$ cat config.mk
export PLATFORM = sky130hd
export DESIGN_NAME = sle_cmd_fifo
export DESIGN_NICKNAME = d
export VERILOG_FILES = /design/src/design/sle_pkg.sv /design/src/design/sle_cmd_fifo.sv
export SDC_FILE = /design/constraint.sdc
export NUM_CORES = 1
export LEC_CHECK = 0
export BUFFER_PORTS_ARGS = -buffer_cell sky130_fd_sc_hd__buf_2
export CELL_PAD_IN_SITES_DETAIL_PLACEMENT = 0
export CELL_PAD_IN_SITES_GLOBAL_PLACEMENT = 2
export CORE_MARGIN = 1
export CORE_UTILIZATION = 38
export CTS_CLUSTER_SIZE = 20
export DETAILED_ROUTE_END_ITERATION = 16
export PLACE_DENSITY = 0.77
export SKIP_LAST_GASP = 1
export SYNTH_ARGS = -nofsm -noshare
export SYNTH_HDL_FRONTEND = slang
export SYNTH_SLANG_ARGS = --single-unit
$ cat constraint.sdc
create_clock -name clk -period 4 [get_ports clk]
set_input_delay 1.2 -clock clk [delete_from_list [all_inputs] [get_ports clk]]
set_output_delay 1.2 -clock clk [all_outputs]
set_load 0.02 [all_outputs]
$ cat src/design/sle_pkg.sv
// Shared types, codes and sizes for the sequential list engine.
// Depends on nothing; the front end, queue, back end, top level and checker refer to it by scoped names.
package sle_pkg;

  localparam int SLE_DEPTH = 1024;
  localparam int SLE_AW    = $clog2(SLE_DEPTH);
  localparam int SLE_CW    = $clog2(SLE_DEPTH + 1);
  localparam int SLE_PW    = 11;
  localparam int SLE_DW    = 32;

  typedef logic [SLE_AW-1:0] sle_addr_t;
  typedef logic [SLE_CW-1:0] sle_cnt_t;
  typedef logic [SLE_PW-1:0] sle_pos_t;
  typedef logic [SLE_DW-1:0] sle_data_t;

  localparam logic [2:0] OP_APPEND  = 3'd0;
  localparam logic [2:0] OP_PREPEND = 3'd1;
  localparam logic [2:0] OP_INSERT  = 3'd2;
  localparam logic [2:0] OP_DELETE  = 3'd3;
  localparam logic [2:0] OP_SEARCH  = 3'd4;
  localparam logic [2:0] OP_REVERSE = 3'd5;
  localparam logic [2:0] OP_READ    = 3'd6;
  localparam logic [2:0] OP_CLEAR   = 3'd7;

  localparam logic [1:0] ST_OK    = 2'd0;
  localparam logic [1:0] ST_RANGE = 2'd1;
  localparam logic [1:0] ST_FULL  = 2'd2;
  localparam logic [1:0] ST_MISS  = 2'd3;

  // Work kinds handed from the front end to the back end.
  localparam logic [2:0] K_DONE    = 3'd0;
  localparam logic [2:0] K_INSERT  = 3'd1;
  localparam logic [2:0] K_DELETE  = 3'd2;
  localparam logic [2:0] K_SEARCH  = 3'd3;
  localparam logic [2:0] K_REVERSE = 3'd4;
  localparam logic [2:0] K_READ    = 3'd5;

  typedef struct packed {
    logic [2:0] kind;
    logic [1:0] status;
    sle_data_t  value;
    sle_addr_t  idx;
    sle_cnt_t   cnt;
    sle_cnt_t   len;
  } sle_cmd_t;

endpackage

$ cat src/design/sle_cmd_fifo.sv
// Two-entry command queue between the front end and the back end.
// Depends on sle_pkg.
module sle_cmd_fifo (
  input  logic              clk,
  input  logic              rst_n,
  input  logic              push,
  input  sle_pkg::sle_cmd_t wr_cmd,
  input  logic              pop,
  output sle_pkg::sle_cmd_t head,
  output logic              empty,
  output logic              full
);

  sle_pkg::sle_cmd_t slot_r [2];
  logic       wr_ptr_r, wr_ptr_nxt;
  logic       rd_ptr_r, rd_ptr_nxt;
  logic [1:0] fill_r, fill_nxt;

  assign head  = slot_r[rd_ptr_r];
  assign empty = (fill_r == 2'd0);
  assign full  = (fill_r == 2'd2);

  always_comb begin
    wr_ptr_nxt = wr_ptr_r ^ push;
    rd_ptr_nxt = rd_ptr_r ^ pop;
    fill_nxt   = fill_r + {1'b0, push} - {1'b0, pop};
  end

  always_ff @(posedge clk) begin
    if (push) begin
      slot_r[wr_ptr_r] <= wr_cmd;
    end
    if (!rst_n) begin
      wr_ptr_r <= 1'b0;
      rd_ptr_r <= 1'b0;
      fill_r   <= 2'd0;
    end else begin
      wr_ptr_r <= wr_ptr_nxt;
      rd_ptr_r <= rd_ptr_nxt;
      fill_r   <= fill_nxt;
    end
  end

endmodule

==> metrics.txt <==
# TYPE chip_impl_metric gauge
chip_impl_metric{name="timing_max_transition_violations_final",unit=""} 0
chip_impl_metric{name="post_route_cells_drive_above_1_share",unit="%"} 61.1
chip_impl_metric{name="wire_length_on_met1",unit="microns"} 4130
chip_impl_metric{name="cts_buffers",unit=""} 17
chip_impl_metric{name="num_ports",unit=""} 144
chip_impl_metric{name="cp.arrival",unit="ps"} 1970
chip_impl_metric{name="globalRouteOverflowTotal",unit=""} 0
chip_impl_info{name="outcome",value="finished, final reports clean"} 1
chip_impl_metric{name="finish.instance_area",unit="sq um"} 6810
chip_impl_metric{name="finalWeightedCongestion",unit=""} 0.636
chip_impl_metric{name="layoutNonFillerInstCount",unit=""} 580
chip_impl_metric{name="met2_wirelength",unit="microns"} 4550
chip_impl_metric{name="synth_area",unit="sq um"} 5260
chip_impl_metric{name="drt_iter0_drc",unit=""} 134
chip_impl_info{name="rsz0062_at_grt",value="no"} 1
chip_impl_metric{name="worstSkewPairLatency",unit="ps"} 410
chip_impl_metric{name="synth_fp_nets",unit=""} 313
chip_impl_info{name="cts_root_buf",value="clkbuf_16"} 1
chip_impl_metric{name="area_growth_syn_to_layout",unit="%"} 29.6
chip_impl_metric{name="floorplan.die.width",unit="microns"} 120
chip_impl_metric{name="fp.dieH",unit="microns"} 120
chip_impl_metric{name="floorplan.initialDensity",unit="%"} 39.4
chip_impl_metric{name="final.min_clock_period",unit="ps"} 3170
chip_impl_metric{name="timing.critical_path.fanout_max",unit=""} 37
chip_impl_metric{name="placedCellCount",unit=""} 548
chip_impl_metric{name="post-route-worst-setup-slack",unit="ps"} 833
chip_impl_metric{name="reg2regPathDepth",unit=""} 2
chip_impl_metric{name="drt-vias-per-instance",unit=""} 4.54
chip_impl_metric{name="rows",unit=""} 42
chip_impl_metric{name="worst_path_largest_cell_delay",unit="ps"} 720
chip_impl_metric{name="grt_antenna_before_repair",unit=""} 0
chip_impl_metric{name="finish.net_count",unit=""} 468
chip_impl_info{name="crit_path_top_delay_cell",value="dfxtp_4"} 1
chip_impl_metric{name="pwr_density_cell",unit="nW/um^2"} 569
chip_impl_metric{name="detail-route-antenna-nets",unit=""} 0
chip_impl_metric{name="fmax",unit="MHz"} 316
chip_impl_metric{name="num_antenna_cells",unit=""} 0
chip_impl_metric{name="worst_ep_required_time",unit="ps"} 2800
chip_impl_metric{name="depth_of_the_critical_timing_path_with_buffers_and_inverters_included",unit=""} 3
chip_impl_metric{name="timing.final.setup_violations",unit=""} 0
chip_impl_metric{name="first_pass_grt_wire_length",unit="microns"} 14300
chip_impl_metric{name="setup_tns",unit="ps"} 0
chip_impl_metric{name="ys.warnings.count",unit=""} 0
chip_impl_info{name="highest-signal-layer",value="met4"} 1
chip_impl_metric{name="worst_slew_pin_slew",unit="ps"} 1020
chip_impl_metric{name="detail_route.wirelength",unit="microns"} 9210
chip_impl_metric{name="post_synth_inst_count",unit=""} 236
chip_impl_metric{name="hold_violations",unit=""} 0
chip_impl_metric{name="clk_transition_reported_paths",unit="ps"} 60
chip_impl_metric{name="clock_sink_count",unit=""} 143
chip_impl_info{name="timing.critical_path.max_delay_family",value="flip-flops"} 1
chip_impl_metric{name="ctsResizeCount",unit=""} 0
chip_impl_metric{name="final-seq-area",unit="sq um"} 4250
chip_impl_metric{name="critPathBufInv",unit=""} 2
chip_impl_info{name="type_of_element_capturing_the_critical_path",value="output pin"} 1
chip_impl_metric{name="max_cap_viol_count",unit=""} 0
chip_impl_info{name="final_common_cell",value="buf_2"} 1
chip_impl_metric{name="final.fill_count",unit=""} 1146
chip_impl_metric{name="leakagePower",unit="nW"} 2.58
chip_impl_metric{name="fin_hold_ws",unit="ps"} 564
chip_impl_metric{name="synth-seq-area-share",unit="%"} 80.8
chip_impl_info{name="worstPathCellList",value="buf_12, mux2_2, buf_2"} 1
chip_impl_metric{name="worst-r2r-setup-slack",unit="ps"} 2330
chip_impl_info{name="timing.critical_path.from_type",value="flip-flop"} 1
chip_impl_info{name="worstReg2RegStart",value="wr_ptr_r"} 1
chip_impl_metric{name="route.detailed.drc",unit=""} 0
chip_impl_metric{name="track_usage",unit="%"} 13.4
chip_impl_metric{name="syn_area_per_cell",unit="sq um"} 22.3
chip_impl_metric{name="maxSlewHeadroom",unit="%"} 31.7
chip_impl_metric{name="core_area",unit="sq um"} 13300
chip_impl_info{name="hold_path.class",value="reg -> reg"} 1
chip_impl_metric{name="yosys_register_bits",unit=""} 143
chip_impl_metric{name="num_vias",unit=""} 2636
chip_impl_info{name="r2r-end",value="slot_r[0][57]"} 1
chip_impl_metric{name="largest_net_degree_at_the_start_of_global_routing",unit=""} 70
chip_impl_metric{name="hold_depth",unit=""} 2
chip_impl_metric{name="vdd_ir_drop_max",unit="mV"} 0.313
chip_impl_metric{name="synth.distinct_cells",unit=""} 14
chip_impl_metric{name="buffer_ports.inserted",unit=""} 143
chip_impl_metric{name="drt-wirelength-per-cell",unit="microns"} 15.9
chip_impl_info{name="final_cell_mix",value="buf_2 (143), edfxtp_1 (138), mux2_2 (59)"} 1
chip_impl_metric{name="post-place-ws",unit="ps"} 1190
chip_impl_metric{name="total_setup_buffers_inserted_after_cts",unit=""} 0
chip_impl_info{name="timing.hold.worst.start",value="rd_ptr_r"} 1
chip_impl_metric{name="total_die_area",unit="sq um"} 14300
chip_impl_metric{name="dr_wl_met3",unit="microns"} 491
chip_impl_metric{name="first_global_vias",unit=""} 2933
chip_impl_metric{name="share_of_the_clock_period_used_by_the_worst_path_after_layout",unit="%"} 79.2
chip_impl_metric{name="placed_area",unit="sq um"} 6180
chip_impl_metric{name="ctsLongestPathBuffers",unit=""} 2
chip_impl_metric{name="postCtsHoldBufs",unit=""} 0
chip_impl_info{name="cts_tree",value="built"} 1
chip_impl_metric{name="worst_clock_skew",unit="ps"} 5.94
chip_impl_metric{name="cts_htree_levels",unit=""} 4
chip_impl_info{name="crit_type",value="reg -> out"} 1
chip_impl_metric{name="multi_input_comb_area",unit="sq um"} 962
chip_impl_metric{name="detailedPlacementHpwl",unit="microns"} 5650
chip_impl_metric{name="drt_first_pass_iters",unit=""} 4
## worst min-delay path, delay by kind of cell, from the launching register on
family | cells | cell delay [ps]
flip-flops | 1 | 320
AND/OR/NAND/NOR | 1 | 150
XOR/XNOR | 1 | 70
## cell type report
cell class	count	share of cell area (%)
multi-input combinational	82	14.1
inverter	3	0.165
clock buffer	17	6.24
timing repair buffer	144	10.8
sequential	143	62.4
clock inverter	15	3.09
tap	176	3.23
## synthesized netlist by cell type
cell | instances | area, sq um
edfxtp_1 | 138 | 4140
mux2_2 | 59 | 664
mux2_4 | 10 | 150
buf_2 | 5 | 25.0
dfxtp_1 | 5 | 100
ha_1 | 4 | 50.1
and2_1 | 3 | 18.8
inv_1 | 3 | 11.3
nor2b_1 | 3 | 18.8
buf_6 | 2 | 22.5
buf_8 | 1 | 15.0
nor2_1 | 1 | 3.75
xnor3_1 | 1 | 22.5
xor2_1 | 1 | 8.76
## power by group
group | total (mW) | switching [mW] | internal, mW
logic | 0.429 | 0.244 | 0.186
registers | 1.79 | 0.0377 | 1.75
clock network | 1.66 | 0.609 | 1.05
## state kept, by name (all words and copies together), names as in the netlist, named ones only
signal and flops:
slot_r 138, fill_r 2, rd_ptr_r 1, wr_ptr_r 1
## per-layer routing
| metal | vias up | track usage, % |
|---|---|---|
| met1 | 1300 | 16.3 |
| met3 | 4 | 5.04 |
| met4 | 0 | 4.45 |
| met2 | 91 | 22.1 |
| met5 | - | 0 |
| li1 | 1241 | - |
## metrics by stage
| stage | total power [mW] | utilization (%) |
|---|---|---|
| after floorplan | 2.10 | - |
| after global placement | 2.25 | 46.3 |
| after detailed placement | 2.26 | 46.3 |
| after CTS | 3.93 | 51.0 |
| after global routing | 4.01 | 51.0 |
| final | 3.88 | 51.0 |
## worst max-delay path by stage
stage	startpoint	to	slack, ps
floorplan	push	slot_r[0][0]	700
global placement	flip-flop	head[43]	1180
detailed placement	flip-flop	head[43]	1190
CTS	flip-flop	head[43]	740
global route	flip-flop	head[43]	710
finish	flip-flop	head[40]	830
## cells by family (layout without fill, tap and decap cells)
family,after synthesis,count (layout),share of synthesized area [%]
xor+xnor,2,2,0.595
fa+ha+maj,4,4,0.952
buf+inv,11,179,1.40
flops,143,143,80.8
mux,69,69,15.5
simple gates,7,7,0.786
Note: power is estimated with default switching activity, not from simulation.
