==> config.mk <==
export PLATFORM = sky130hd
export DESIGN_NAME = sle_front
export DESIGN_NICKNAME = d
export VERILOG_FILES = /design/src/design/sle_pkg.sv /design/src/design/sle_front.sv
export SDC_FILE = /design/constraint.sdc
export NUM_CORES = 1
export LEC_CHECK = 0
export ABC_AREA = 1
export ABC_CLOCK_PERIOD_IN_PS = 7300
export BUFFER_PORTS_ARGS = -buffer_cell sky130_fd_sc_hd__buf_2
export CORE_ASPECT_RATIO = 1.75
export CORE_MARGIN = 2
export CORE_UTILIZATION = 35
export DETAILED_ROUTE_END_ITERATION = 10
export PLACE_DENSITY_LB_ADDON = 0.1
export SYNTH_ARGS = -nofsm -noshare
export SYNTH_HDL_FRONTEND = slang
export SYNTH_SLANG_ARGS = --single-unit
==> constraint.sdc <==
create_clock -name clk -period 7.3 [get_ports clk]
set_input_delay 0 -clock clk [delete_from_list [all_inputs] [get_ports clk]]
set_output_delay 0 -clock clk [all_outputs]
set_load 0.02 [all_outputs]
==> src/design/sle_pkg.sv <==
// Shared types, codes and sizes for the sequential list engine.
// Depends on nothing; the front end, queue, back end, top level and checker refer to it by scoped names.
package sle_pkg;

  localparam int SLE_DEPTH = 1024;
  localparam int SLE_AW    = $clog2(SLE_DEPTH);
  localparam int SLE_CW    = $clog2(SLE_DEPTH + 1);
  localparam int SLE_PW    = 11;
  localparam int SLE_DW    = 32;

  typedef logic [SLE_AW-1:0] sle_addr_t;
  typedef logic [SLE_CW-1:0] sle_cnt_t;
  typedef logic [SLE_PW-1:0] sle_pos_t;
  typedef logic [SLE_DW-1:0] sle_data_t;

  localparam logic [2:0] OP_APPEND  = 3'd0;
  localparam logic [2:0] OP_PREPEND = 3'd1;
  localparam logic [2:0] OP_INSERT  = 3'd2;
  localparam logic [2:0] OP_DELETE  = 3'd3;
  localparam logic [2:0] OP_SEARCH  = 3'd4;
  localparam logic [2:0] OP_REVERSE = 3'd5;
  localparam logic [2:0] OP_READ    = 3'd6;
  localparam logic [2:0] OP_CLEAR   = 3'd7;

  localparam logic [1:0] ST_OK    = 2'd0;
  localparam logic [1:0] ST_RANGE = 2'd1;
  localparam logic [1:0] ST_FULL  = 2'd2;
  localparam logic [1:0] ST_MISS  = 2'd3;

  // Work kinds handed from the front end to the back end.
  localparam logic [2:0] K_DONE    = 3'd0;
  localparam logic [2:0] K_INSERT  = 3'd1;
  localparam logic [2:0] K_DELETE  = 3'd2;
  localparam logic [2:0] K_SEARCH  = 3'd3;
  localparam logic [2:0] K_REVERSE = 3'd4;
  localparam logic [2:0] K_READ    = 3'd5;

  typedef struct packed {
    logic [2:0] kind;
    logic [1:0] status;
    sle_data_t  value;
    sle_addr_t  idx;
    sle_cnt_t   cnt;
    sle_cnt_t   len;
  } sle_cmd_t;

endpackage

==> src/design/sle_front.sv <==
// Front end: accepts items, checks positions against a shadow length and builds commands.
// Depends on sle_pkg.
module sle_front (
  input  logic                    clk,
  input  logic                    rst_n,
  input  logic                    in_valid,
  input  logic                    q_full,
  input  logic [2:0]              in_operation,
  input  logic signed [31:0]      in_value,
  input  sle_pkg::sle_pos_t       in_position,
  output logic                    push,
  output sle_pkg::sle_cmd_t       cmd
);

  sle_pkg::sle_cnt_t count_r, count_nxt;
  logic full;
  logic [31:0] pos_w, cnt_w;

  assign full  = (count_r == sle_pkg::sle_cnt_t'(sle_pkg::SLE_DEPTH));
  assign pos_w = 32'(in_position);
  assign cnt_w = 32'(count_r);
  assign push  = in_valid && !q_full;

  always_comb begin
    cmd        = '0;
    cmd.value  = in_value;
    cmd.cnt    = count_r;
    cmd.len    = count_r;
    cmd.kind   = sle_pkg::K_DONE;
    cmd.status = sle_pkg::ST_OK;
    cmd.idx    = sle_pkg::sle_addr_t'(in_position - 1'b1);
    unique case (in_operation)
      sle_pkg::OP_APPEND, sle_pkg::OP_PREPEND: begin
        if (full) begin
          cmd.status = sle_pkg::ST_FULL;
        end else begin
          cmd.kind = sle_pkg::K_INSERT;
          cmd.idx  = (in_operation == sle_pkg::OP_APPEND) ?
                     sle_pkg::sle_addr_t'(count_r) : '0;
          cmd.len  = count_r + 1'b1;
        end
      end
      sle_pkg::OP_INSERT: begin
        if (pos_w == 32'd0 || pos_w > cnt_w + 32'd1) begin
          cmd.status = sle_pkg::ST_RANGE;
        end else if (full) begin
          cmd.status = sle_pkg::ST_FULL;
        end else begin
          cmd.kind = sle_pkg::K_INSERT;
          cmd.len  = count_r + 1'b1;
        end
      end
      sle_pkg::OP_DELETE, sle_pkg::OP_READ: begin
        if (pos_w == 32'd0 || pos_w > cnt_w) begin
          cmd.status = sle_pkg::ST_RANGE;
        end else if (in_operation == sle_pkg::OP_DELETE) begin
          cmd.kind = sle_pkg::K_DELETE;
          cmd.len  = count_r - 1'b1;
        end else begin
          cmd.kind = sle_pkg::K_READ;
        end
      end
      sle_pkg::OP_SEARCH: begin
        cmd.kind = sle_pkg::K_SEARCH;
      end
      sle_pkg::OP_REVERSE: begin
        if (cnt_w > 32'd1) begin
          cmd.kind = sle_pkg::K_REVERSE;
        end
      end
      sle_pkg::OP_CLEAR: begin
        cmd.len = '0;
      end
      default: begin
        cmd.kind = sle_pkg::K_DONE;
      end
    endcase
  end

  always_comb begin
    count_nxt = count_r;
    if (push) begin
      count_nxt = cmd.len;
    end
  end

  always_ff @(posedge clk) begin
    if (!rst_n) begin
      count_r <= '0;
    end else begin
      count_r <= count_nxt;
    end
  end

endmodule

==> metrics.yaml, run 1 <==
synthTopCellsByCount: "nand2_1, nor2_1, nand3_1, inv_1, buf_4"
cp_top_family: "simple AND/OR/NAND/NOR gates"
wirelength_mm: 8.75
tritoncts: "built"
grt_usage_pct: 20.6
fmax_ghz: 0.283
synth-seq-cells: 11
cp_num_cells: 17
worst_slack_ns: 3.76
regMostFlops: "count_r"
overflow: 0
hold_viol: 0
grt_pass1_vias: 2700
cts_root_buf: "clkbuf_16"
r2r-end: "count_r[0]$_SDFFE_PN0P_"
yosys.area.top_type_share_pct: 15.5
avgRoutedWirePerCell_um: 15.6
static-leakage-power_nw: 1.50
post-cts-setup-buffers: 0
worstPathArrival_ns: 3.54
yosysMostFrequentCell: "nand2_1"
fin_crit_ns: 3.54
portBuffers: 55
netlist_area_um2: 2740
detail-route-antenna-nets: 0
clk_latency_ns: 0.24
timing.setup.tns_ns: 0
synthFlopType: "dfxtp_1"
yosysTopAreaCell: "nand2_1"
n_antenna_cell: 0
required_ns: 7.30
firstDrtPassIters: 4
gp_congestion: 0.883
io_pins: 120
seq_area_frac_synth_pct: 8.03
worstMarginPinSlew_ns: 0.892
path_cells: "ha_1, nand2_1, nor2_1, nand3_1, or2_2, xor2_1, ha_1, and3_1, nand4_1, nand2_2, inv_2, nand2_8, nand3_2, nand2_2, a21oi_1, nand2_1, buf_2"
htreeDepth: 1
largest_reg_flops: 11
antenna_found_initial: 0
rsz0062_at_grt: "no"
top_regs: "count_r: 11 flops"
crit_path_start_kind: "flip-flop"
cp-end-kind: "output pin"
area_growth_pct: 5.70
cp_max_fo: 10
r2r_start: "count_r[0]$_SDFFE_PN0P_"
yosys-top-cells-area: "nand2_1, ha_1, buf_4"
rrSetupSlack_ns: 3.92
crit_path_top_delay_cell: "dfxtp_1"
fin_area_um2: 2900
drive_gt1_share_pct: 20.0
ys_warn_count: 0
vias_per_cell: 5.15
critPathCapture: "cmd[0]"
synth_edf_count: 0
fp-row-count: 42
worstHoldPathType: "in -> out"
synth_cell_type_count: 35
ir_drop_mv: 0.124
grt_max_degree: 17
core_area_um2: 7570
cts_sinks: 11
clkTransAtPathRegs_ns: 0.04
dp_hpwl_mm: 7.25
r2r_cells: 18
die_w_um: 70.9
run_status: "finished, final reports clean"
drv_cap: 0
power_density_nw_per_um2: 135
finalCritPeriodShare_pct: 48.5
slew_headroom_pct: 40.3
drcViolationCount: 0
drt-initial-drc-count: 96
post-place-ws_ns: 3.92
die_area_um2: 8590
crit_start: "count_r[0]$_SDFFE_PN0P_"
path_class: "reg -> out"
die_y_um: 121
clk_path_buf_depth: 2
setup_viol: 0
syn-num-nets: 533
placed_area_um2: 2820
vias: 2879
n_fill_cell: 896
postCtsResizedCells: 0
slowest_delay_ns: 0.50
syn_area_per_cell_um2: 6.00
cts_buffers: 3
initial_core_util_pct: 36.3
maxSlewViolCount: 0
nets: 548
fin_skew_ns: 0.00112
worstPathBufferInverterCount: 2
grt_pass1_wl_mm: 14.0
cts-hold-fix-buffers: 0
postSynth.asyncResetShare_pct: 0
syn_inst: 457
-- kinds of logic after synthesis --
family / Yosys count / synth area share (%)
flops: 11 / 8.03
buf+inv: 93 / 18.1
compound gates: 52 / 10.5
simple gates: 256 / 45.5
fa+ha+maj: 26 / 11.9
xor+xnor: 19 / 6.06
-- how the worst min path moves through the flow --
| stage | from | endpoint | slack, ns | cells past startpoint |
|---|---|---|---|---|
| 6_report | in_value[13] | cmd[45] | 0.000008 | 0 |
| 5_1_grt | in_value[14] | cmd[46] | 0.00003 | 0 |
| 4_1_cts | in_value[0] | cmd[32] | 0.0001 | 0 |
| 3_5_place_dp | in_value[0] | cmd[32] | 0.0001 | 0 |
| 3_3_place_gp | in_value[0] | cmd[32] | 0.0001 | 0 |
| 2_1_floorplan | in_value[0] | cmd[32] | 0.11 | 1 |
-- power by group --
part | leakage (nW) | internal, W | switching [W]
sequential | 0.0906 | 0.0000644 | 0.0000105
clock | 0.0382 | 0.0000735 | 0.0000289
combinational | 1.37 | 0.0000717 | 0.000142
total | 1.50 | 0.000210 | 0.000181
-- routing by layer --
layer	track usage, %	share of wire, %	vias to the layer above
met2	38.8	54	63
met1	23.4	40	1312
li1	-	-	1485
met3	1.33	3.5	19
met4	8.49	3.3	0
met5	0	0	-
-- metrics by stage --
stage	hold WS, ns	util, %	instances	total power [W]
detailed placement	0.000149	37.3	555	0.000290
global route	0.0000292	38.3	559	0.000423
finish	0.00000776	38.3	559	0.000390
CTS	0.000149	38.3	559	0.000395
floorplan	0.113	-	457	0.000253
global placement	0.000149	37.3	555	0.000289
-- layout make-up --
class | count | area, µm² | area share (%)
Multi-Input combinational cell | 353 | 2030 | 69.9
Timing Repair Buffer | 57 | 290 | 10.0
Sequential cell | 11 | 220 | 7.59
Inverter | 46 | 173 | 5.95
Tap cell | 88 | 110 | 3.80
Clock buffer | 4 | 78.8 | 2.72
-- cell usage in the layout (no fill, tap or decap), drive strengths merged --
master / count
nand2: 121
buf: 57
nor2: 56
nand3: 51
inv: 45
o21ai: 27
ha: 26
xor2: 13
nand4: 13
a21oi: 11
dfxtp: 11
o22ai: 8
xnor2: 6
nor3: 6
or2: 6
clkbuf: 4
a21o: 3
and3: 1
and2: 1
clkinv: 1
a211o: 1
a21boi: 1
nor3b: 1
o2111ai: 1
No activity file was read; power rests on OpenSTA's default activity.
==> run 2: changes to the inputs <==
--- a/config.mk
+++ b/config.mk
@@ -6,7 +6,7 @@
 export NUM_CORES = 1
 export LEC_CHECK = 0
 export ABC_AREA = 1
-export ABC_CLOCK_PERIOD_IN_PS = 7300
+export ABC_CLOCK_PERIOD_IN_PS = 3590
 export BUFFER_PORTS_ARGS = -buffer_cell sky130_fd_sc_hd__buf_2
 export CORE_ASPECT_RATIO = 1.75
 export CORE_MARGIN = 2
==> constraint.sdc (replaced) <==
create_clock -name clk -period 3.59 [get_ports clk]
set_input_delay 0 -clock clk [delete_from_list [all_inputs] [get_ports clk]]
set_output_delay 0 -clock clk [all_outputs]
set_load 0.02 [all_outputs]
==> run 2 against run 1 <==
Cell area grew 1.9%. Via count grew 2.6%. Clock skew up 0.0023 ns. Sequential power up 96%. Clock-buffer cell count unchanged. First-iteration DRC count is 56% higher. Worst hold slack about the same. Setup slack worse by 3.4 ns. Register-to-register slack worse by 3.4 ns. Clock power up 110%. Final cell count up 1.3%. Largest cell class unchanged.
==> metrics.yaml, run 2 (same netlist as run 1, synthesis figures left out) <==
run_status: "finished, final reports clean"
nets: 555
crit_path_top_delay_cell: "dfxtp_1"
fin_crit_ns: 3.26
r2r_cells: 18
die_area_um2: 8590
cts_sinks: 11
n_fill_cell: 869
largest_reg_flops: 11
io_pins: 120
static-leakage-power_nw: 1.54
avgRoutedWirePerCell_um: 15.8
path_cells: "ha_1, nand2_1, nor2_1, nand3_1, or2_2, xor2_1, ha_1, and3_1, nand4_1, nand2_2, inv_2, nand2_8, nand3_2, nand2_2, a21oi_1, nand2_1, buf_2"
multi_input_area_um2: 2030
firstDrtPassIters: 4
wirelength_mm: 8.92
drv_cap: 0
initial_core_util_pct: 36.3
r2r_start: "count_r[1]$_SDFFE_PN0P_"
overflow: 0
gp_congestion: 0.879
vias_per_cell: 5.22
final_common_cell: "nand2_1"
postCtsResizedCells: 0
vias: 2955
clk_path_buf_depth: 2
die_w_um: 70.9
placed_area_um2: 2870
ir_drop_mv: 0.308
regMostFlops: "count_r"
setup_viol: 0
hold_path_depth: 0
hold_viol: 0
maxSlewViolCount: 0
grt_pass1_vias: 2864
grt_pass1_wl_mm: 14.3
worstHoldPathType: "in -> out"
worstPathArrival_ns: 3.26
grt_usage_pct: 21.1
cts_buffers: 3
drt-initial-drc-count: 150
fin_skew_ns: 0.00342
clk_latency_ns: 0.25
min_to: "cmd[33]"
core_area_um2: 7570
drive_gt1_share_pct: 21.3
clkTransAtPathRegs_ns: 0.05
tritoncts: "built"
detail-route-antenna-nets: 0
cp-end-kind: "output pin"
finalCritPeriodShare_pct: 90.8
antenna_found_initial: 0
fp-row-count: 42
die_y_um: 121
top_regs: "count_r: 11 flops"
cp_max_fo: 10
post-cts-setup-buffers: 0
hp-start: "in_value[1]"
rrSetupSlack_ns: 0.49
most-common-layout-cells: "nand2_1, buf_2, nor2_1"
rsz0062_at_grt: "no"
holdWs_ns: 0.00000881
dp_hpwl_mm: 7.34
crit_path_start_kind: "flip-flop"
path_class: "reg -> out"
finalPower_w: 0.000810
seq_area_um2: 221
r2r-end: "count_r[1]$_SDFFE_PN0P_"
cts_root_buf: "clkbuf_16"
drcViolationCount: 0
crit_start: "count_r[1]$_SDFFE_PN0P_"
cts-hold-fix-buffers: 0
power_density_nw_per_um2: 274
area_growth_pct: 7.66
required_ns: 3.59
fin_area_um2: 2950
n_antenna_cell: 0
slew_headroom_pct: 45.9
worstMarginPinSlew_ns: 0.809
portBuffers: 55
slowest_delay_ns: 0.45
grt_max_degree: 17
fmax_ghz: 0.307
htreeDepth: 1
timing.setup.tns_ns: 0
==> run 2: cell type report <==
| class | count | share of cell area [%] |
|---|---|---|
| clock buffer | 4 | 2.67 |
| sequential | 11 | 7.50 |
| multi-input combinational | 353 | 68.7 |
| timing repair buffer | 64 | 11.6 |
| tap | 88 | 3.73 |
| inverter | 46 | 5.85 |
==> run 2: worst max-delay path by stage <==
stage	endpoint	slack, ns	cells past startpoint
after floorplan	count_r[9]$_SDFFE_PN0P_	0.65	18
after global placement	count_r[1]$_SDFFE_PN0P_	0.56	18
after detailed placement	count_r[1]$_SDFFE_PN0P_	0.45	18
after CTS	cmd[1]	0.26	17
after global routing	cmd[0]	0.03	17
final	cmd[1]	0.33	17
==> run 2: report_power, final <==
part | total [W] | switching, W | internal, W
clock | 0.000214 | 0.0000637 | 0.000150
sequential | 0.000147 | 0.0000158 | 0.000131
combinational | 0.000450 | 0.000297 | 0.000153
==> run 2: metrics by stage <==
| step | setup WS [ns] | std cells | util, % |
|---|---|---|---|
| global route | 0.0275 | 566 | 39.0 |
| floorplan | 0.652 | 457 | - |
| finish | 0.332 | 566 | 39.0 |
| CTS | 0.263 | 566 | 39.0 |
| global placement | 0.562 | 562 | 38.0 |
| detailed placement | 0.454 | 562 | 38.0 |
==> run 2: worst max-delay path: cells and delay by family, from the launching register on <==
kind | cells | cell delay (ns)
flops | 1 | 0.45
xor+xnor | 1 | 0.21
buf+inv | 2 | 0.25
compound gates | 1 | 0.19
simple gates | 11 | 1.39
fa+ha+maj | 2 | 0.51
==> run 2: layer usage <==
layer	part of all wire [%]	track usage [%]	wire length (µm)	vias up
met5	0	0	0	-
met4	3.7	12.1	334	0
met3	4.2	0.664	371	26
met2	53	38.7	4710	75
met1	39	23.8	3500	1351
li1	-	-	-	1503
