===== config.mk =====
export PLATFORM = sky130hd
export DESIGN_NAME = sle_back
export DESIGN_NICKNAME = d
export VERILOG_FILES = /design/src/design/sle_pkg.sv /design/src/design/sle_back.sv
export SDC_FILE = /design/constraint.sdc
export NUM_CORES = 1
export LEC_CHECK = 0
export BUFFER_PORTS_ARGS = -buffer_cell sky130_fd_sc_hd__buf_4
export CAP_MARGIN = 10
export CORE_ASPECT_RATIO = 0.75
export CORE_MARGIN = 3
export CORE_UTILIZATION = 60
export CTS_CLUSTER_SIZE = 30
export DETAILED_ROUTE_END_ITERATION = 12
export PLACE_DENSITY = 0.86
export SYNTH_ARGS = -nofsm -noshare
export SYNTH_HDL_FRONTEND = slang
export SYNTH_SLANG_ARGS = --single-unit

===== constraint.sdc =====
create_clock -name clk -period 8.05 [get_ports clk]
set_clock_uncertainty 0.05 [all_clocks]
set_input_delay 0.4025 -clock clk [delete_from_list [all_inputs] [get_ports clk]]
set_output_delay 0.4025 -clock clk [all_outputs]
set_load 0.03 [all_outputs]

===== src/design/sle_pkg.sv =====
// Shared types, codes and sizes for the sequential list engine.
// Depends on nothing; the front end, queue, back end, top level and checker refer to it by scoped names.
package sle_pkg;

  localparam int SLE_DEPTH = 1024;
  localparam int SLE_AW    = $clog2(SLE_DEPTH);
  localparam int SLE_CW    = $clog2(SLE_DEPTH + 1);
  localparam int SLE_PW    = 11;
  localparam int SLE_DW    = 32;

  typedef logic [SLE_AW-1:0] sle_addr_t;
  typedef logic [SLE_CW-1:0] sle_cnt_t;
  typedef logic [SLE_PW-1:0] sle_pos_t;
  typedef logic [SLE_DW-1:0] sle_data_t;

  localparam logic [2:0] OP_APPEND  = 3'd0;
  localparam logic [2:0] OP_PREPEND = 3'd1;
  localparam logic [2:0] OP_INSERT  = 3'd2;
  localparam logic [2:0] OP_DELETE  = 3'd3;
  localparam logic [2:0] OP_SEARCH  = 3'd4;
  localparam logic [2:0] OP_REVERSE = 3'd5;
  localparam logic [2:0] OP_READ    = 3'd6;
  localparam logic [2:0] OP_CLEAR   = 3'd7;

  localparam logic [1:0] ST_OK    = 2'd0;
  localparam logic [1:0] ST_RANGE = 2'd1;
  localparam logic [1:0] ST_FULL  = 2'd2;
  localparam logic [1:0] ST_MISS  = 2'd3;

  // Work kinds handed from the front end to the back end.
  localparam logic [2:0] K_DONE    = 3'd0;
  localparam logic [2:0] K_INSERT  = 3'd1;
  localparam logic [2:0] K_DELETE  = 3'd2;
  localparam logic [2:0] K_SEARCH  = 3'd3;
  localparam logic [2:0] K_REVERSE = 3'd4;
  localparam logic [2:0] K_READ    = 3'd5;

  typedef struct packed {
    logic [2:0] kind;
    logic [1:0] status;
    sle_data_t  value;
    sle_addr_t  idx;
    sle_cnt_t   cnt;
    sle_cnt_t   len;
  } sle_cmd_t;

endpackage


===== src/design/sle_back.sv =====
// Back end: carries out queued commands on the entry RAM and holds the result register.
// Depends on sle_pkg; drives the ports of an sle_ram instance in the top level.
module sle_back (
  input  logic                   clk,
  input  logic                   rst_n,
  input  sle_pkg::sle_cmd_t      head,
  input  logic                   q_empty,
  output logic                   pop,
  output logic                   mem_we,
  output sle_pkg::sle_addr_t     mem_waddr,
  output sle_pkg::sle_data_t     mem_wdata,
  output sle_pkg::sle_addr_t     mem_raddr,
  input  sle_pkg::sle_data_t     mem_rdata,
  input  logic                   out_stall,
  output logic                   out_valid,
  output logic [1:0]             out_status,
  output logic signed [31:0]     out_result_value,
  output sle_pkg::sle_pos_t      out_found_position,
  output sle_pkg::sle_pos_t      out_list_length
);

  localparam logic [3:0] S_IDLE    = 4'd0;
  localparam logic [3:0] S_INS_CHK = 4'd1;
  localparam logic [3:0] S_INS_WR  = 4'd2;
  localparam logic [3:0] S_DEL_RD  = 4'd3;
  localparam logic [3:0] S_DEL_CAP = 4'd4;
  localparam logic [3:0] S_DEL_CHK = 4'd5;
  localparam logic [3:0] S_DEL_WR  = 4'd6;
  localparam logic [3:0] S_SR_CHK  = 4'd7;
  localparam logic [3:0] S_SR_CMP  = 4'd8;
  localparam logic [3:0] S_RV_CHK  = 4'd9;
  localparam logic [3:0] S_RV_A    = 4'd10;
  localparam logic [3:0] S_RV_B    = 4'd11;
  localparam logic [3:0] S_RV_C    = 4'd12;
  localparam logic [3:0] S_RD_RD   = 4'd13;
  localparam logic [3:0] S_RD_CAP  = 4'd14;
  localparam logic [3:0] S_EMIT    = 4'd15;

  logic [3:0]         state_r, state_nxt;
  sle_pkg::sle_cmd_t  cmd_r, cmd_nxt;
  sle_pkg::sle_cnt_t  i_r, i_nxt, j_r, j_nxt;
  sle_pkg::sle_data_t tmp_r, tmp_nxt, rval_r, rval_nxt;
  logic [1:0]         st_r, st_nxt;
  sle_pkg::sle_pos_t  fpos_r, fpos_nxt;
  logic               ov_r, ov_nxt;
  logic [1:0]         os_r, os_nxt;
  sle_pkg::sle_data_t oval_r, oval_nxt;
  sle_pkg::sle_pos_t  opos_r, opos_nxt, olen_r, olen_nxt;

  always_comb begin
    state_nxt = state_r;
    cmd_nxt   = cmd_r;
    i_nxt     = i_r;
    j_nxt     = j_r;
    tmp_nxt   = tmp_r;
    rval_nxt  = rval_r;
    st_nxt    = st_r;
    fpos_nxt  = fpos_r;
    ov_nxt    = ov_r && out_stall;
    os_nxt    = os_r;
    oval_nxt  = oval_r;
    opos_nxt  = opos_r;
    olen_nxt  = olen_r;
    pop       = 1'b0;
    mem_we    = 1'b0;
    mem_waddr = sle_pkg::sle_addr_t'(i_r);
    mem_wdata = mem_rdata;
    mem_raddr = sle_pkg::sle_addr_t'(i_r);
    unique case (state_r)
      S_IDLE: begin
        if (!q_empty) begin
          pop      = 1'b1;
          cmd_nxt  = head;
          st_nxt   = head.status;
          rval_nxt = '0;
          fpos_nxt = '0;
          i_nxt    = '0;
          unique case (head.kind)
            sle_pkg::K_INSERT: begin
              i_nxt     = head.cnt;
              state_nxt = S_INS_CHK;
            end
            sle_pkg::K_DELETE:  state_nxt = S_DEL_RD;
            sle_pkg::K_SEARCH:  state_nxt = S_SR_CHK;
            sle_pkg::K_REVERSE: begin
              j_nxt     = head.cnt - 1'b1;
              state_nxt = S_RV_CHK;
            end
            sle_pkg::K_READ:    state_nxt = S_RD_RD;
            default:            state_nxt = S_EMIT;
          endcase
        end
      end
      S_INS_CHK: begin
        if (i_r > sle_pkg::sle_cnt_t'(cmd_r.idx)) begin
          mem_raddr = sle_pkg::sle_addr_t'(i_r - 1'b1);
          state_nxt = S_INS_WR;
        end else begin
          mem_we    = 1'b1;
          mem_waddr = cmd_r.idx;
          mem_wdata = cmd_r.value;
          state_nxt = S_EMIT;
        end
      end
      S_INS_WR: begin
        mem_we    = 1'b1;
        i_nxt     = i_r - 1'b1;
        state_nxt = S_INS_CHK;
      end
      S_DEL_RD: begin
        mem_raddr = cmd_r.idx;
        state_nxt = S_DEL_CAP;
      end
      S_DEL_CAP: begin
        rval_nxt  = mem_rdata;
        i_nxt     = sle_pkg::sle_cnt_t'(cmd_r.idx) + 1'b1;
        state_nxt = S_DEL_CHK;
      end
      S_DEL_CHK: begin
        state_nxt = (i_r < cmd_r.cnt) ? S_DEL_WR : S_EMIT;
      end
      S_DEL_WR: begin
        mem_we    = 1'b1;
        mem_waddr = sle_pkg::sle_addr_t'(i_r - 1'b1);
        i_nxt     = i_r + 1'b1;
        state_nxt = S_DEL_CHK;
      end
      S_SR_CHK: begin
        if (i_r < cmd_r.cnt) begin
          state_nxt = S_SR_CMP;
        end else begin
          st_nxt    = sle_pkg::ST_MISS;
          state_nxt = S_EMIT;
        end
      end
      S_SR_CMP: begin
        if (mem_rdata == cmd_r.value) begin
          fpos_nxt  = sle_pkg::sle_pos_t'(i_r + 1'b1);
          state_nxt = S_EMIT;
        end else begin
          i_nxt     = i_r + 1'b1;
          state_nxt = S_SR_CHK;
        end
      end
      S_RV_CHK: begin
        state_nxt = (i_r < j_r) ? S_RV_A : S_EMIT;
      end
      S_RV_A: begin
        tmp_nxt   = mem_rdata;
        mem_raddr = sle_pkg::sle_addr_t'(j_r);
        state_nxt = S_RV_B;
      end
      S_RV_B: begin
        mem_we    = 1'b1;
        state_nxt = S_RV_C;
      end
      S_RV_C: begin
        mem_we    = 1'b1;
        mem_waddr = sle_pkg::sle_addr_t'(j_r);
        mem_wdata = tmp_r;
        i_nxt     = i_r + 1'b1;
        j_nxt     = j_r - 1'b1;
        state_nxt = S_RV_CHK;
      end
      S_RD_RD: begin
        mem_raddr = cmd_r.idx;
        state_nxt = S_RD_CAP;
      end
      S_RD_CAP: begin
        rval_nxt  = mem_rdata;
        state_nxt = S_EMIT;
      end
      S_EMIT: begin
        if (!ov_r || !out_stall) begin
          ov_nxt    = 1'b1;
          os_nxt    = st_r;
          oval_nxt  = rval_r;
          opos_nxt  = fpos_r;
          olen_nxt  = sle_pkg::sle_pos_t'(cmd_r.len);
          state_nxt = S_IDLE;
        end
      end
      default: state_nxt = S_IDLE;
    endcase
  end

  always_ff @(posedge clk) begin
    cmd_r  <= cmd_nxt;
    i_r    <= i_nxt;
    j_r    <= j_nxt;
    tmp_r  <= tmp_nxt;
    rval_r <= rval_nxt;
    st_r   <= st_nxt;
    fpos_r <= fpos_nxt;
    os_r   <= os_nxt;
    oval_r <= oval_nxt;
    opos_r <= opos_nxt;
    olen_r <= olen_nxt;
    if (!rst_n) begin
      state_r <= S_IDLE;
      ov_r    <= 1'b0;
    end else begin
      state_r <= state_nxt;
      ov_r    <= ov_nxt;
    end
  end

  assign out_valid          = ov_r;
  assign out_status         = os_r;
  assign out_result_value   = oval_r;
  assign out_found_position = opos_r;
  assign out_list_length    = olen_r;

endmodule


==> results of run 1 <==
-- synth_stat cells (all sizes together), types with 2 or more instances --
library cell | n | area (um2)
and2 | 33 | 206
o22ai | 7 | 43.8
a211o | 3 | 26.3
o2111ai | 2 | 17.5
nand3 | 19 | 95.1
nand2 | 57 | 214
nand3b | 4 | 30.0
a21boi | 2 | 26.3
inv | 42 | 158
a211oi | 2 | 20.0
nor4 | 9 | 56.3
a22o | 33 | 289
a21o | 40 | 300
ha | 36 | 450
a222oi | 7 | 70.1
xnor2 | 51 | 447
o21ai | 19 | 95.1
edfxtp | 219 | 6580
mux2i | 8 | 80.1
xor2 | 18 | 158
a22oi | 9 | 67.6
clkbuf | 30 | 113
buf | 15 | 80.1
o211ai | 15 | 113
a31oi | 11 | 75.1
nor2b | 4 | 25.0
nor2 | 37 | 139
dfxtp | 5 | 100
nand4 | 9 | 56.3
a21oi | 28 | 140
nand2b | 9 | 56.3
and3 | 10 | 62.6
nand4b | 2 | 17.5
o221ai | 3 | 26.3
nor3 | 24 | 120
a221o | 5 | 50.1
-- worst paths after layout --
check	endpoint	cells past startpoint	slack, ns
max	mem_wdata[2]	9	3.46
min	cmd_r[24]	1	0.02
max reg2reg	j_r[10]	7	4.35
min reg2reg	out_result_value[26]	0	0.37
-- cell families (layout without fill, tap and decap cells) --
logic type	Yosys count	in the layout	synth area share [%]
flip-flops	224	224	62.2
XOR/XNOR	69	69	5.63
adder cells (fa/ha/maj)	36	36	4.20
buffers and inverters	87	306	3.26
AO/OA/AOI/OAI	192	192	13.2
multiplexers	8	8	0.746
AND/OR/NAND/NOR	226	226	10.8
-- through the flow --
stage	hold WS (ns)	worst slack [ns]
global route	0.00745	3.29
floorplan	0.350	3.72
global placement	0.351	4.07
detailed placement	0.355	3.93
CTS	0.0144	3.39
finish	0.0152	3.46
-- cell type report --
class                      count  area [um2]  share of cell area (%)
sequential                   224        6680                    50.2
inverter                      42         158                    1.19
clock buffer                  30         602                    4.53
timing repair buffer         224        1680                    12.7
multi-input combinational    531        3720                    28.0
tap                          236         295                    2.22
clock inverter                10         153                    1.15
-- layer usage --
| metal | wire, um | vias up | track usage [%] |
|---|---|---|---|
| li1 | - | 3573 | - |
| met1 | 12600 | 3904 | 44.9 |
| met2 | 13900 | 548 | 48.2 |
| met3 | 3660 | 67 | 8.12 |
| met4 | 828 | 0 | 7.91 |
| met5 | 0 | - | 0 |
-- worst max-delay path: stages, from the launching register on --
cell and delay, ns:
edfxtp_1 0.71, ha_1 0.37, a21oi_1 0.18, a21oi_1 0.09
or4b_1 0.61, a21boi_4 0.36, buf_4 0.56, nor2_4 0.29
a21o_1 0.27, buf_4 0.17
-- power breakdown --
| part | leakage, nW | internal (W) | switching [W] | total, W |
|---|---|---|---|---|
| logic | 2.86 | 0.000701 | 0.00127 | 0.00197 |
| clock network | 0.359 | 0.000653 | 0.000429 | 0.00108 |
| registers | 2.06 | 0.00163 | 0.000234 | 0.00187 |
-- registers in the layout, summed over array words and instances, names as in the netlist --
register / flops
cmd_r: 64
out_result_value: 32
rval_r: 32
tmp_r: 32
fpos_r: 11
i_r: 11
j_r: 11
out_found_position: 11
out_list_length: 11
state_r: 4
out_status: 2
st_r: 2
out_valid: 1
==> results.toml, run 1 <==
[status]
status = "completed"

[global_route]
grt_util_all_layers_pct = 31.2
grt_max_degree = 50
grt_pass1_vias = 7737
grt_first_pass_wirelength_um = 46300
antenna_found_initial = 0
grt_overflow_total = 0

[cells_and_area]
final_nets = 1186
n_antenna_cell = 0
fin_area_mm2 = 0.0133
layout_common_cells = "buf_4 (224), edfxtp_1 (219), nand2_1 (57), xnor2_1 (51), inv_1 (41)"
instances_no_fill = 1297
syn2layout_area_growth_pct = 23.8
layout-drive-gt1-share_pct = 25.0
final_util_pct = 77.3
final.fill_count = 1069
final_common_cell = "buf_4"

[cts]
clk_root_buffer_cell = "clkbuf_16"
cts_buffers = 22
cts.path.max_buffers = 3
postCtsSetupBuffers = 0
cts_resized = 0
clkLatencyLatePin_ns = 0.51
htree_levels = 1
cts_tree = "yes"
cts_sinks = 224
ctsHoldBuffers = 0
clk_pin_slew_ns = 0.06

[place]
globalplace.congestion = 0.996
placed_area_mm2 = 0.0125
dp.cells = 1257
place_hpwl_um = 21900
portBuffers = 215

[routing]
antenna_left = 0
first_pass_iters = 6
vias = 8092
drc = 0
routed_wl_um = 30900
drtIter0Drc = 1026
vias_per_cell = 6.24
wl_per_cell_um = 23.9

[floorplan]
io_pins = 216
core_area_mm2 = 0.0172
die_w_um = 160
rows = 41
die_y_um = 122
initial_core_util_pct = 62.4
die-area_mm2 = 0.0195

[min_path]
worstHoldStart = "head[24]"
min_path_type = "in2reg"

[setup_path]
worstSetupStartpoint = "i_r[2]"
worstSetupPathType = "reg2out"
arrival_ns = 4.14
crit_fanout = 44
critPathCaptureType = "output pin"
startpoint_type = "register"
cp_data_required_time_ns = 7.60
r2r-start = "state_r[2]"

[synth]
async_flop_share_pct = 0
yosys_register_bits = 224
synthCells = 842
synth-main-ff-cell = "edfxtp_1"
syn-mean-instance-area_um2 = 12.7
synth_enable_flop_cells = 219
ys_types = 58
syn_area_mm2 = 0.0107
yosysSeqAreaShare_pct = 62.2
synth_nets = 983
synth-warning-count = 0

[timing]
fmax_mhz = 218
finalHoldViolCount = 0
final.period_utilization_pct = 57.1
finalSetupViolations = 0
worstMarginPinSlew_ns = 1.11
fin_crit_ns = 4.59
relSlewSlack_pct = 26.2
rsz0062_at_grt = "no"
final_max_slew_viol_count = 0
setup_tns_ns = 0

[job]
max-cap-violations = 0

[power]
finalPower_w = 0.00492
powerDensity_mw_per_mm2 = 370
peakVddDrop_mv = 0.423
p_leak_nw = 5.28
No activity file was read; power rests on OpenSTA's default activity.
==> run 2: changes to the inputs <==
--- a/config.mk
+++ b/config.mk
@@ -5,14 +5,15 @@
 export SDC_FILE = /design/constraint.sdc
 export NUM_CORES = 1
 export LEC_CHECK = 0
+export ABC_AREA = 1
 export BUFFER_PORTS_ARGS = -buffer_cell sky130_fd_sc_hd__buf_4
 export CAP_MARGIN = 10
 export CORE_ASPECT_RATIO = 0.75
 export CORE_MARGIN = 3
-export CORE_UTILIZATION = 60
+export CORE_UTILIZATION = 55
 export CTS_CLUSTER_SIZE = 30
 export DETAILED_ROUTE_END_ITERATION = 12
-export PLACE_DENSITY = 0.86
+export PLACE_DENSITY = 0.8
 export SYNTH_ARGS = -nofsm -noshare
 export SYNTH_HDL_FRONTEND = slang
 export SYNTH_SLANG_ARGS = --single-unit
==> constraint.sdc (replaced) <==
create_clock -name clk -period 4.8 [get_ports clk]
set_clock_uncertainty 0.05 [all_clocks]
set_input_delay 0.24 -clock clk [delete_from_list [all_inputs] [get_ports clk]]
set_output_delay 0.24 -clock clk [all_outputs]
set_load 0.03 [all_outputs]
==> run 2 against run 1 <==
Net effect: first-iteration DRC count is 0.49% lower; clock power is 60% higher; via count grew 12%; synthesized cell count increased by 19%; sequential cell count unchanged; global-route usage is 1.1 points higher; combinational power rose by 73%; register-to-register slack worse by 2.7 ns; final area rose by 8.0%; power up 66%; critical path type unchanged.
==> results.toml, run 2 <==
[cts]
cts_buffers = 22
htree_levels = 1
clk_root_buffer_cell = "clkbuf_16"
postCtsSetupBuffers = 0
clk_pin_slew_ns = 0.06
clkLatencyLatePin_ns = 0.50
cts_sinks = 224
cts.path.max_buffers = 3
cts_tree = "yes"

[timing]
final.period_utilization_pct = 78.2
fin_crit_ns = 3.75
finalSetupViolations = 0
final_max_slew_viol_count = 0
relSlewSlack_pct = 26.8
setup_tns_ns = 0
worstMarginPinSlew_ns = 1.10
fmax_mhz = 267
rsz0062_at_grt = "no"
finalHoldViolCount = 0

[synth]
yosysSeqAreaShare_pct = 62.2
synth_nets = 1139
ys_top_cells_by_area = "edfxtp_1 (61%), nand2_1 (8.3%), inv_1 (5.1%)"
yosys_register_bits = 224
synth-main-ff-cell = "edfxtp_1"
synthCells = 998
synthTopCellsByCount = "nand2_1 (236), edfxtp_1 (219), inv_1 (145), nor2_1 (90), ha_1 (36)"
synth.most_common_cell = "nand2_1"
synth-warning-count = 0
ys_types = 41
syn-mean-instance-area_um2 = 10.8
yosysTopAreaCell = "edfxtp_1"
syn_area_mm2 = 0.0107
synth_enable_flop_cells = 219
synth_top_area_share_pct = 61.3
async_flop_share_pct = 0

[place]
place_hpwl_um = 23700
globalplace.congestion = 1.03
placed_area_mm2 = 0.0126
portBuffers = 215
dp.cells = 1446

[setup_path]
worstSetupPathType = "reg2out"
crit_fanout = 27
critPathCaptureType = "output pin"
cp_data_required_time_ns = 4.51
arrival_ns = 3.46
startpoint_type = "register"

[cells_and_area]
final_nets = 1464
largest_reg_flops = 64
fin_area_mm2 = 0.0144
final_common_cell = "nand2_1"
syn2layout_area_growth_pct = 33.8
layout-drive-gt1-share_pct = 21.1
instances_no_fill = 1587
largest-register = "cmd_r"
layout_common_cells = "nand2_1 (235), buf_4 (223), edfxtp_1 (219), inv_1 (145), dlygate4sd3_1 (100)"

[routing]
drc = 0
wl_per_cell_um = 22.3
first_pass_iters = 5
antenna_left = 0
vias = 9095
vias_per_cell = 5.73
drtIter0Drc = 1021
routed_wl_um = 35400

[floorplan]
core_area_mm2 = 0.0188
die_y_um = 127
io_pins = 216
die_w_um = 167
initial_core_util_pct = 57.0
die-area_mm2 = 0.0212
rows = 43

[power]
peakVddDrop_mv = 0.341
powerDensity_mw_per_mm2 = 568
p_leak_nw = 6.01
finalPower_w = 0.00815

[min_path]
min_path_type = "in2reg"

[global_route]
grt_overflow_total = 0
grt_first_pass_wirelength_um = 52500
grt_pass1_vias = 8973
antenna_found_initial = 1
grt_util_all_layers_pct = 32.3
grt_max_degree = 66

[job]
max-cap-violations = 0

[status]
status = "completed"
==> run 2: cell count changes after synthesis, sizes merged, moves of 11 or more <==
cell and change:
nand2 +186, nor3 -11, a21o -40, o221ai +21
nand3 +11, and2 -32, a22o -33, xnor2 -29
nor2 +58, o2111ai +14, clkbuf -18, inv +105
==> run 2: kinds of logic (layout without fill, tap and decap cells) <==
family	Yosys count	after routing	synth area share, %
AOI/OAI and AO/OA	131	131	8.49
xor gates and xnor gates	42	42	3.43
adders and majority gates	36	36	4.20
buffers and inverters	170	511	6.18
DFF	224	224	62.2
other	0	1	0
and+or+nand+nor	395	395	15.5
==> run 2: critical path, stage by stage, from the launching register on <==
cell	delay, ns
edfxtp_1	0.57
ha_1	0.38
nand2_1	0.09
nor2_1	0.15
nand3_1	0.09
nand3_1	0.07
nand2_1	0.08
nand2_1	0.10
buf_4	0.41
inv_1	0.11
nor2_1	0.46
o221ai_1	0.23
buf_4	0.22
==> run 2: layer usage <==
metal	up-vias	GRT usage, %	share of wire (%)
met4	0	9.57	3.3
met1	4302	45.2	40
met2	635	50.2	45
li1	4074	-	-
met3	84	8.88	12
met5	-	0	0
==> run 2: worst paths after layout <==
check | depth (start not counted) | slack, ns | endpoint | start
min | 4 | 0.14 | state_r[2] | q_empty
min reg2reg | 0 | 0.36 | out_result_value[28] | rval_r[28]
max reg2reg | 5 | 1.66 | rval_r[28] | state_r[3]
max | 12 | 1.05 | mem_raddr[6] | i_r[6]
==> run 2: report_power, final <==
group | leakage, nW | internal (W) | total [W] | switching (W)
clock | 0.339 | 0.000994 | 0.00173 | 0.000732
sequential | 2.07 | 0.00273 | 0.00302 | 0.000287
combinational | 3.60 | 0.00103 | 0.00341 | 0.00237
total | 6.01 | 0.00476 | 0.00815 | 0.00339
==> run 2: area by class of cell <==
type / count / area (um2)
sequential: 224 / 6680
fill: 1168 / 4480
multi-input combinational: 604 / 3430
timing repair buffer: 323 / 2680
clock buffer: 31 / 606
inverter: 148 / 556
tap: 247 / 309
clock inverter: 9 / 101
antenna: 1 / 2.50
==> run 2: through the flow <==
stage               hold slack [ns]  worst slack, ns  utilization, %
floorplan                     0.289            0.498               -
global placement              0.350             1.70            67.1
detailed placement            0.355             1.68            67.1
CTS                           0.120             1.11            76.2
global route                  0.176            0.835            76.2
finish                        0.136             1.05            76.2
==> run 2: repair_timing <==
item | 4_1_cts | 5_1_grt
gates resized for setup | 0 | 0
hold buffers | 100 | 0
endpoints found under the hold margin | 103 | 0
==> run 3: changes to the inputs <==
--- a/config.mk
+++ b/config.mk
@@ -10,10 +10,10 @@
 export CAP_MARGIN = 10
 export CORE_ASPECT_RATIO = 0.75
 export CORE_MARGIN = 3
-export CORE_UTILIZATION = 55
+export CORE_UTILIZATION = 50
 export CTS_CLUSTER_SIZE = 30
 export DETAILED_ROUTE_END_ITERATION = 12
-export PLACE_DENSITY = 0.8
+export PLACE_DENSITY = 0.77
 export SYNTH_ARGS = -nofsm -noshare
 export SYNTH_HDL_FRONTEND = slang
 export SYNTH_SLANG_ARGS = --single-unit
==> constraint.sdc (replaced) <==
create_clock -name clk -period 3.4 [get_ports clk]
set_clock_uncertainty 0.05 [all_clocks]
set_input_delay 0.17 -clock clk [delete_from_list [all_inputs] [get_ports clk]]
set_output_delay 0.17 -clock clk [all_outputs]
set_load 0.03 [all_outputs]
==> run 3 against run 2 <==
Net effect: sequential cell count did not move; largest power group unchanged; largest cell class unchanged; register-to-register slack got worse by 0.89 ns; critical path type unchanged; worst hold slack got worse by 0.057 ns.
==> results.toml, run 3 (synthesis gave the netlist of run 2 again) <==
[global_route]
grt_first_pass_wirelength_um = 51300
grt_pass1_vias = 8654
grt_max_degree = 66
grt_overflow_total = 0
antenna_found_initial = 0
grt_util_all_layers_pct = 29.1

[setup_path]
r2r-start = "state_r[0]"
r2r-end = "rval_r[26]"
arrival_ns = 3.00
crit_family = "simple AND/OR/NAND/NOR gates"
path_buf_inv = 2
critPathCaptureType = "output pin"
startpoint_type = "register"
worst_path_largest_cell_delay_ns = 0.47
cp_data_required_time_ns = 3.18
path_cells = "inv_1, ha_1, nand2_1, nor2_1, nand3_1, nor3_1, xor2_1, nand2_1, o2111ai_1, buf_4"
worstSetupStartpoint = "i_r[0]"
reg2reg_depth = 7
setup.worst_path.end = "mem_waddr[8]"
cpMostUsedCell = "nand2_1"
worstSetupPathType = "reg2out"
critical_path.slowest_cell = "xor2_1"
crit_fanout = 8
path_depth = 10
ff2ff_setup_slack_ns = 0.77

[timing]
final_max_slew_viol_count = 0
finalHoldViolCount = 0
finalSetupViolations = 0
fmax_mhz = 311
fin_crit_ns = 3.22
setup_tns_ns = 0
worstMarginPinSlew_ns = 0.836
final.period_utilization_pct = 94.6
relSlewSlack_pct = 44.1
setup_slack_ns = 0.183

[cts]
cts_tree = "yes"
clkLatencyLatePin_ns = 0.52
clk_pin_slew_ns = 0.07
cts_buffers = 23
cts.path.max_buffers = 3
htree_levels = 1
cts_sinks = 224
clk_root_buffer_cell = "clkbuf_16"

[place]
globalplace.congestion = 0.982
dp.cells = 1500
placed_area_mm2 = 0.0128
portBuffers = 215
place_hpwl_um = 24400
dpl_worst_slack_ns = 0.645

[floorplan]
core_area_mm2 = 0.0207
rows = 45
die-area_mm2 = 0.0233
initial_core_util_pct = 51.9
io_pins = 216
die_w_um = 175
die_y_um = 133

[routing]
wl_per_cell_um = 20.9
vias = 8877
first_pass_iters = 6
drc = 0
routed_wl_um = 34600
drtIter0Drc = 1074
antenna_left = 0
vias_per_cell = 5.37

[cells_and_area]
syn2layout_area_growth_pct = 37.2
layout_common_cells = "buf_4 (248), nand2_1 (233), edfxtp_1 (219), inv_1 (140), dlygate4sd3_1 (100)"
largest_reg_flops = 64
final_nets = 1494
instances_no_fill = 1652
largest-register = "cmd_r"
n_antenna_cell = 0
fin_area_mm2 = 0.0147
final_common_cell = "buf_4"
layout-drive-gt1-share_pct = 23.8

[power]
powerDensity_mw_per_mm2 = 805
p_leak_nw = 6.18
peakVddDrop_mv = 0.446

[min_path]
min_path_type = "in2reg"
worstHoldStart = "head[67]"

[status]
status = "completed"

[job]
max-cap-violations = 0
-- run 3: cell count changes in the layout (fill, tap and decap cells not counted), sizes merged --
| cell | delta |
|---|---|
| buf | +28 |
| clkinvlp | +2 |
| bufinv | +1 |
| diode | -1 |
-- run 3: area by class of cell --
class | count | area [um2]
repair inverters | 1 | 7.51
clock buffers | 31 | 626
repair buffers | 351 | 2910
inverters | 148 | 563
clock inverters | 11 | 140
well taps | 282 | 353
flip-flops and latches | 224 | 6680
fillers | 1400 | 5950
multi-input cells | 604 | 3440
-- run 3: power breakdown --
part	internal [W]	switching (W)	total, W
Sequential	0.00384	0.000275	0.00412
Clock	0.00153	0.00104	0.00257
Combinational	0.00165	0.00351	0.00516
Total	0.00702	0.00482	0.0118
-- run 3: worst min-delay path by stage --
stage | endpoint | slack, ns | cells after the start
after floorplan | cmd_r[0] | 0.22 | 0
after global placement | cmd_r[58] | 0.30 | 1
after detailed placement | cmd_r[53] | 0.30 | 1
after CTS | state_r[1] | 0.06 | 4
after global routing | state_r[1] | 0.16 | 4
final | state_r[1] | 0.08 | 4
-- run 3: what timing repair did --
action	CTS	global route
resized for setup	0	14
hold endpoints to repair	137	0
buffers inserted	0	9
endpoints found under the setup margin	0	43
hold buffers	100	0
-- run 3: metal layers --
metal | GRT usage, % | wire (um) | vias up
li1 | - | - | 4142
met1 | 43.2 | 15400 | 4199
met2 | 42.4 | 14700 | 470
met3 | 8.18 | 3690 | 66
met4 | 7.17 | 860 | 0
met5 | 0 | 0 | -
-- run 3: worst min-delay path, cell delays in order --
cell and delay, ns:
buf_4 0.10, ha_1 0.13, o21ai_0 0.08, a21oi_1 0.11
-- run 3: metrics by stage --
| step | hold WS, ns | total power (W) | util, % |
|---|---|---|---|
| CTS | 0.0610 | 0.0116 | 70.7 |
| floorplan | 0.219 | 0.00705 | - |
| global route | 0.164 | 0.0124 | 71.2 |
| finish | 0.0795 | 0.0118 | 71.2 |
| detailed placement | 0.299 | 0.00900 | 62.2 |
| global placement | 0.298 | 0.00898 | 62.2 |
